<file path="src/sv/rgb2hsv_pkg.sv">
// rgb2hsv_pkg: widths, payload structs and stage types of the RGB to HSV converter.
// Depends on nothing. Used by rgb2hsv_div_pipe and rgb_to_hsv_converter_core.
`default_nettype none

package rgb2hsv_pkg;

  localparam int CHANNEL_BITS = 8;
  localparam int HUE_BITS     = 12;

  // Remainder / divisor width of the hue divider: 6*d < 2^(CHANNEL_BITS+3)
  localparam int HREM_W = CHANNEL_BITS + 3;
  // Signed hue numerator before the absolute value
  localparam int NUM_W  = CHANNEL_BITS + 4;
  // One divider stage per quotient bit of the longer division
  localparam int NSTG   = (HUE_BITS > CHANNEL_BITS) ? HUE_BITS : CHANNEL_BITS;
  localparam int HUE_FIRST = NSTG - HUE_BITS;
  localparam int SAT_FIRST = NSTG - CHANNEL_BITS;

  typedef struct packed {
    logic [CHANNEL_BITS-1:0] red;
    logic [CHANNEL_BITS-1:0] green;
    logic [CHANNEL_BITS-1:0] blue;
  } pixel_in_t;

  typedef struct packed {
    logic [HUE_BITS-1:0]     hue;
    logic [CHANNEL_BITS-1:0] saturation;
    logic [CHANNEL_BITS-1:0] brightness;
  } pixel_out_t;

  // Which channel is the maximum, and how the hue offset is built
  typedef enum logic [1:0] {
    SEC_RED_G = 2'd0,  // red max, green >= blue: offset 0
    SEC_RED_B = 2'd1,  // red max, blue > green: offset -1 turn
    SEC_GREEN = 2'd2,  // green max: offset -1/3 turn
    SEC_BLUE  = 2'd3   // blue max: offset +2/3 turn
  } sector_t;

  // Operands handed from the front end to the divider pipe
  typedef struct packed {
    logic [HREM_W-1:0]         mag;     // |hue numerator|, < d6
    logic [HREM_W-1:0]         d6;      // 6*d
    logic [2*CHANNEL_BITS-1:0] sat_num; // d * max code
    logic [CHANNEL_BITS-1:0]   qx;      // max channel
    logic                      grey;    // d == 0
    logic                      black;   // qx == 0
  } div_op_t;

  // State carried through one divider stage
  typedef struct packed {
    logic [HREM_W-1:0]       hrem;
    logic [HUE_BITS-1:0]     hq;
    logic [HREM_W-1:0]       d6;
    logic [CHANNEL_BITS-1:0] srem;
    logic [CHANNEL_BITS-1:0] sq;
    logic [CHANNEL_BITS-1:0] nlo;
    logic [CHANNEL_BITS-1:0] qx;
    logic                    grey;
    logic                    black;
  } div_stage_t;

endpackage

`default_nettype wire

</file>
<file path="src/sv/rgb_to_hsv_converter_core.sv">
// rgb_to_hsv_converter_core: top level, RGB pixel in, hue / saturation / value out.
// Depends on rgb2hsv_pkg and rgb2hsv_div_pipe.
//
//   channel  ports                      direction  transfer when
//   input    start, busy, in_pixel      in         start && !busy at clk rise
//   result   out_valid, out_hsv         out        out_valid high for one cycle
//
// One pixel per clock, every clock: three front-end stages, then one stage
// per quotient bit of the longer of the two dividers (hue, 12 bits), which
// sets the depth. busy is always low; the pipeline never stalls and the
// receiver cannot stall.
// Synchronous active-low reset clears the valid bits only.
`default_nettype none

module rgb_to_hsv_converter_core (
  input  wire logic                    clk,
  input  wire logic                    rst_n,
  input  wire logic                    start,
  output      logic                    busy,
  input  wire rgb2hsv_pkg::pixel_in_t   in_pixel,
  output      logic                    out_valid,
  output      rgb2hsv_pkg::pixel_out_t  out_hsv
);

  localparam int CB = rgb2hsv_pkg::CHANNEL_BITS;
  localparam int NW = rgb2hsv_pkg::NUM_W;
  localparam int HW = rgb2hsv_pkg::HREM_W;

  // ---- stage 1: channel ordering ------------------------------------------
  logic                 v1_r;
  rgb2hsv_pkg::sector_t sec1_r, sec1_nxt;
  logic [CB-1:0]        qx1_r, qx1_nxt;
  logic [CB-1:0]        qw1_r, qw1_nxt;
  logic [CB-1:0]        py1_r, py1_nxt;
  logic                 sel1, sel2;
  logic [CB-1:0]        px;

  // ---- stage 2: spread and channel difference -----------------------------
  logic                 v2_r;
  rgb2hsv_pkg::sector_t sec2_r;
  logic [CB-1:0]        qx2_r;
  logic [CB-1:0]        d2_r, d2_nxt;
  logic signed [CB:0]   diff2_r, diff2_nxt;
  logic [CB-1:0]        lo;

  // ---- stage 3: hue numerator, 6d, saturation numerator -------------------
  logic                 v3_r;
  rgb2hsv_pkg::div_op_t op3_r, op3_nxt;
  logic signed [NW-1:0] dw, d6w, diffw, offw, numw, magw;

  assign busy = 1'b0;

  // Two compare-selects; ties go to green over blue, and to red over either
  always_comb begin
    sel1    = (in_pixel.green >= in_pixel.blue);
    px      = sel1 ? in_pixel.green : in_pixel.blue;
    py1_nxt = sel1 ? in_pixel.blue  : in_pixel.green;
    sel2    = (in_pixel.red >= px);
    qx1_nxt = sel2 ? in_pixel.red : px;
    qw1_nxt = sel2 ? px : in_pixel.red;
    if (sel2) begin
      sec1_nxt = sel1 ? rgb2hsv_pkg::SEC_RED_G : rgb2hsv_pkg::SEC_RED_B;
    end else begin
      sec1_nxt = sel1 ? rgb2hsv_pkg::SEC_GREEN : rgb2hsv_pkg::SEC_BLUE;
    end
  end

  always_comb begin
    lo        = (qw1_r < py1_r) ? qw1_r : py1_r;
    d2_nxt    = qx1_r - lo;
    diff2_nxt = $signed({1'b0, qw1_r}) - $signed({1'b0, py1_r});
  end

  // Hue numerator = offset*6d + (qw - py); its magnitude is always below 6d,
  // so the hue quotient fits HUE_BITS without clamping.
  always_comb begin
    dw    = $signed(NW'(d2_r));
    d6w   = (dw <<< 2) + (dw <<< 1);
    diffw = $signed({{(NW-CB-1){diff2_r[CB]}}, diff2_r});
    case (sec2_r)
      rgb2hsv_pkg::SEC_RED_G: offw = '0;
      rgb2hsv_pkg::SEC_RED_B: offw = -d6w;
      rgb2hsv_pkg::SEC_GREEN: offw = -(dw <<< 1);
      rgb2hsv_pkg::SEC_BLUE:  offw = dw <<< 2;
      default:                offw = '0;
    endcase
    numw = offw + diffw;
    magw = (numw < 0) ? -numw : numw;

    op3_nxt.mag     = magw[HW-1:0];
    op3_nxt.d6      = d6w[HW-1:0];
    op3_nxt.sat_num = {d2_r, {CB{1'b0}}} - {{CB{1'b0}}, d2_r};
    op3_nxt.qx      = qx2_r;
    op3_nxt.grey    = (d2_r == '0);
    op3_nxt.black   = (qx2_r == '0);
  end

  always_ff @(posedge clk) begin
    sec1_r  <= sec1_nxt;
    qx1_r   <= qx1_nxt;
    qw1_r   <= qw1_nxt;
    py1_r   <= py1_nxt;
    sec2_r  <= sec1_r;
    qx2_r   <= qx1_r;
    d2_r    <= d2_nxt;
    diff2_r <= diff2_nxt;
    op3_r   <= op3_nxt;
    if (!rst_n) begin
      v1_r <= 1'b0;
      v2_r <= 1'b0;
      v3_r <= 1'b0;
    end else begin
      v1_r <= start && !busy;
      v2_r <= v1_r;
      v3_r <= v2_r;
    end
  end

  // Hue and saturation dividers, one quotient bit per stage
  rgb2hsv_div_pipe u_div (
    .clk       (clk),
    .rst_n     (rst_n),
    .in_valid  (v3_r),
    .in_op     (op3_r),
    .out_valid (out_valid),
    .out_res   (out_hsv)
  );

endmodule

`default_nettype wire

</file>
<file path="src/sv/rgb2hsv_div_pipe.sv">
// rgb2hsv_div_pipe: pipelined restoring dividers for hue and saturation, one bit per stage.
// Depends on rgb2hsv_pkg.
`default_nettype none

module rgb2hsv_div_pipe (
  input  wire logic                   clk,
  input  wire logic                   rst_n,
  input  wire logic                   in_valid,
  input  wire rgb2hsv_pkg::div_op_t    in_op,
  output      logic                   out_valid,
  output      rgb2hsv_pkg::pixel_out_t out_res
);

  localparam int CB = rgb2hsv_pkg::CHANNEL_BITS;
  localparam int HW = rgb2hsv_pkg::HREM_W;
  localparam int NS = rgb2hsv_pkg::NSTG;

  rgb2hsv_pkg::div_stage_t stg_d [0:NS-1];
  rgb2hsv_pkg::div_stage_t st_r  [0:NS-1];
  logic                    vld_d [0:NS-1];
  logic                    vld_r [0:NS-1];
  rgb2hsv_pkg::div_stage_t init_stg;

  // Hue remainder starts at mag (< d6); saturation remainder at the upper half of d*max,
  // which is below qx, so both quotients come out one bit per step.
  always_comb begin
    init_stg.hrem  = in_op.mag;
    init_stg.hq    = '0;
    init_stg.d6    = in_op.d6;
    init_stg.srem  = in_op.sat_num[2*CB-1:CB];
    init_stg.sq    = '0;
    init_stg.nlo   = in_op.sat_num[CB-1:0];
    init_stg.qx    = in_op.qx;
    init_stg.grey  = in_op.grey;
    init_stg.black = in_op.black;
  end

  assign stg_d[0] = init_stg;
  assign vld_d[0] = in_valid;

  for (genvar k = 0; k < NS; k++) begin : g_stg
    rgb2hsv_pkg::div_stage_t st_nxt;
    logic [HW:0]             hr2;
    logic [CB:0]             sr2;

    if (k > 0) begin : g_link
      assign stg_d[k] = st_r[k-1];
      assign vld_d[k] = vld_r[k-1];
    end

    always_comb begin
      st_nxt = stg_d[k];
      hr2    = {stg_d[k].hrem, 1'b0};
      sr2    = {stg_d[k].srem, stg_d[k].nlo[CB-1]};
      if (k >= rgb2hsv_pkg::HUE_FIRST) begin
        if (hr2 >= {1'b0, stg_d[k].d6}) begin
          st_nxt.hrem = HW'(hr2 - {1'b0, stg_d[k].d6});
          st_nxt.hq   = {stg_d[k].hq[rgb2hsv_pkg::HUE_BITS-2:0], 1'b1};
        end else begin
          st_nxt.hrem = hr2[HW-1:0];
          st_nxt.hq   = {stg_d[k].hq[rgb2hsv_pkg::HUE_BITS-2:0], 1'b0};
        end
      end
      if (k >= rgb2hsv_pkg::SAT_FIRST) begin
        st_nxt.nlo = {stg_d[k].nlo[CB-2:0], 1'b0};
        if (sr2 >= {1'b0, stg_d[k].qx}) begin
          st_nxt.srem = CB'(sr2 - {1'b0, stg_d[k].qx});
          st_nxt.sq   = {stg_d[k].sq[CB-2:0], 1'b1};
        end else begin
          st_nxt.srem = sr2[CB-1:0];
          st_nxt.sq   = {stg_d[k].sq[CB-2:0], 1'b0};
        end
      end
    end

    always_ff @(posedge clk) begin
      st_r[k] <= st_nxt;
      if (!rst_n) begin
        vld_r[k] <= 1'b0;
      end else begin
        vld_r[k] <= vld_d[k];
      end
    end
  end

  // Grey pixel: hue 0. Black pixel: saturation 0.
  assign out_valid          = vld_r[NS-1];
  assign out_res.hue        = st_r[NS-1].grey  ? '0 : st_r[NS-1].hq;
  assign out_res.saturation = st_r[NS-1].black ? '0 : st_r[NS-1].sq;
  assign out_res.brightness = st_r[NS-1].qx;

endmodule

`default_nettype wire
</file>
<file path="config.mk">
export PLATFORM = sky130hd
export DESIGN_NAME = rgb_to_hsv_converter_core
export DESIGN_NICKNAME = d
export VERILOG_FILES = /design/src/sv/rgb2hsv_pkg.sv /design/src/sv/rgb_to_hsv_converter_core.sv /design/src/sv/rgb2hsv_div_pipe.sv
export SDC_FILE = /design/constraint.sdc
export NUM_CORES = 1
export LEC_CHECK = 0
export CAP_MARGIN = 10
export CORE_AREA = 4 4 317 319
export DETAILED_ROUTE_END_ITERATION = 8
export DIE_AREA = 0 0 321 323
export DONT_BUFFER_PORTS = 1
export SYNTH_ARGS = -nofsm -noshare
export SYNTH_HDL_FRONTEND = slang
export SYNTH_HIERARCHICAL = 1
export SYNTH_SLANG_ARGS = --single-unit
</file>
<file path="constraint.sdc">
create_clock -name clk -period 5.9 [get_ports clk]
set_input_delay 0 -clock clk [delete_from_list [all_inputs] [get_ports clk]]
set_output_delay 0 -clock clk [all_outputs]
set_load 0.1 [all_outputs]
</file>
==> flow_metrics.tcl <==
set metrics [dict create \
    seq_area_frac_synth_pct 50.69 \
    ys.warnings.count 6 \
    drt_wl_total_um 50260 \
    grt_usage_pct 9.694 \
    routedWlPerCell_um 11.87 \
    met3_length_um 1815 \
    fin_util_pct 34.59 \
    critPathKind "reg -> reg" \
    antenna_found_initial 0 \
    htree_levels 3 \
    io_buffers 0 \
    grt-ovfl-total 0 \
    synth.avg_cell_area_sq_um 10.45 \
    synth_flop_cell "dfxtp_1" \
    r2r_slack_ns 1.26 \
    clock-root-buffer "clkbuf_16" \
    ctsHoldBuffers 46 \
    wl_met2_um 24350 \
    cts_buffers 78 \
    hold_class "in -> reg" \
    fin_crit_sh_pct 78.65 \
    async_flop_share_pct 0 \
    final_max_slew_viol_count 0 \
    cts.clk_slew.worst_paths_ns 0.06 \
    status "complete, no violations" \
    viasPerCell 4.350 \
    final_nets 3188 \
    place_hpwl_um 37190 \
    drc 0 \
    initial_core_util_pct 29.75 \
    grt_max_degree 22 \
    drt_pass1_iterations 4 \
    place_congestion 0.8249 \
    yosysUniqueCellTypes 89 \
    fmax_mhz 215.5 \
    critPathLaunchType "flip-flop" \
    syn_inst 2786 \
    layout_common_cells "737 x dfxtp_1, 326 x inv_1, 255 x ha_1" \
    synth_edf_count 0 \
    core_area_sq_um 97840 \
    crit_arrival_ns 5.13 \
    diodes 0 \
    setup_violations 0 \
    grt_pass1_wl_um 85060 \
    cts_resized 0 \
    grt_pass1_vias 18570 \
    post-cts-setup-buffers 0 \
    syn2layout_area_growth_pct 16.26 \
    cts.sinks 737 \
    worst_slew_margin_rel_pct 26.57 \
    netlist_area_sq_um 29110 \
    hold_viol_final 0 \
    layout.cells.non_filler 4233 \
    whs_ns 0.06728 \
    finalCriticalPeriod_ns 4.640 \
    place_inst 4045 \
    worstPathRequired_ns 6.39 \
    worst_pin_slew_ns 1.096 \
    cts_tree "done" \
    fp.dieArea_sq_um 103700 \
    clkLatencyLatePin_ns 0.61 \
    finalClockSkew_ns 0.02449 \
    dr.max_layer_used "met4" \
    fin_tns_setup_ns 0 \
    final_common_cell "dfxtp_1" \
    drt_iter0_drc 628 \
    wl_met1_um 22260 \
    drive_above_1_share_pct 9.097 \
    cts_buffer_depth 3 \
    crit_fanout 10 \
    max_cap_viol_count 0 \
    die_y_um 323 \
    ys_ff_latch 737 \
    worstHoldPathCells 2 \
    drtAntennaViolNets 0 \
    rsz0062_at_grt "no" \
    rr_worst_depth 18 \
    vias 18410 \
    placement_rows 115 \
    die_w_um 321 \
    end_kind "flip-flop" \
    top_level_ports 57 \
]
worst max-delay path, stage by stage, from the launching register on:
cell,delay [ns]
dfxtp_1,0.48
ha_1,0.25
inv_1,0.07
fa_1,0.44
nor2b_4,0.16
o31a_2,0.14
xor2_1,0.47
nor4_1,0.16
xor2_1,0.16
o22ai_1,0.10
ha_1,0.24
or3_1,0.36
a221oi_1,0.31
o31ai_1,0.11
a21oi_1,0.19
xor2_1,0.23
nand3_2,0.23
nand2_2,0.13
mux2_4,0.29
path summary, 6_finish.rpt:
check,to,from
worst max-delay path,op3_r[38],d2_r[0]
worst min-delay path,v1_r,start
worst max register to register,op3_r[38],d2_r[0]
worst min register to register,u_div/st_r[0][83],u_div/st_r[0][15]
through the flow:
step | instance area [sq um] | setup slack (ns)
2_1_floorplan | 29120 | 1.777
3_5_place_dp | 30590 | 1.283
3_3_place_gp | 30590 | 1.328
4_1_cts | 33840 | 1.246
5_1_grt | 33840 | 0.9081
6_report | 33840 | 1.260
per-layer routing:
layer | GRT usage [%] | vias up
li1 | - | 9681
met1 | 11.03 | 8341
met2 | 17.49 | 267
met3 | 2.146 | 125
met4 | 4.187 | 0
met5 | 0 | -
cell usage after synthesis, drive strengths merged (22+ instances only):
cell	count	area, sq um
buf	28	198.9
fa	22	440.4
o21ai	175	894.6
inv	336	1261
mux2	87	1051
a21o	62	468.0
and3	26	163.9
nand2	156	593.1
nand3	51	260.3
o21a	53	397.9
o31ai	33	261.5
nor2b	61	389.1
dfxtp	737	14750
xor2	56	490.5
nand2b	29	181.4
nor2	102	390.4
mux2i	26	260.3
ha	255	3191
nor3	44	220.2
a21oi	120	611.8
xnor2	79	691.9
area by class of cell:
cell class | instances | area (sq um)
Fill cell | 9793 | 64000
Multi-Input combinational cell | 1681 | 12930
Clock buffer | 106 | 2250
Sequential cell | 737 | 14750
Tap cell | 1287 | 1610
Inverter | 336 | 1261
Clock inverter | 36 | 544.3
Timing Repair Buffer | 50 | 490.5
registers in the layout, indices dropped and copies added, names as in the netlist:
register,count
op3_r,45
sec1_r,2
u_div/vld_r,12
u_div/st_r,624
py1_r,8
v3_r,1
v2_r,1
sec2_r,2
qw1_r,8
diff2_r,9
v1_r,1
qx2_r,8
d2_r,8
qx1_r,8
kinds of logic after synthesis:
| group | count (synthesis) | share of synthesized area, % |
|---|---|---|
| flops | 737 | 50.69 |
| compound gates | 611 | 13.78 |
| simple gates | 541 | 9.375 |
| buf+inv | 371 | 5.106 |
| fa+ha+maj | 277 | 12.47 |
| xor+xnor | 135 | 4.062 |
| mux | 113 | 4.505 |
| other cells | 1 | 0.01288 |
Power is not shown: default switching activity piles up to over one toggle a cycle in this logic, so the estimate is an artifact.
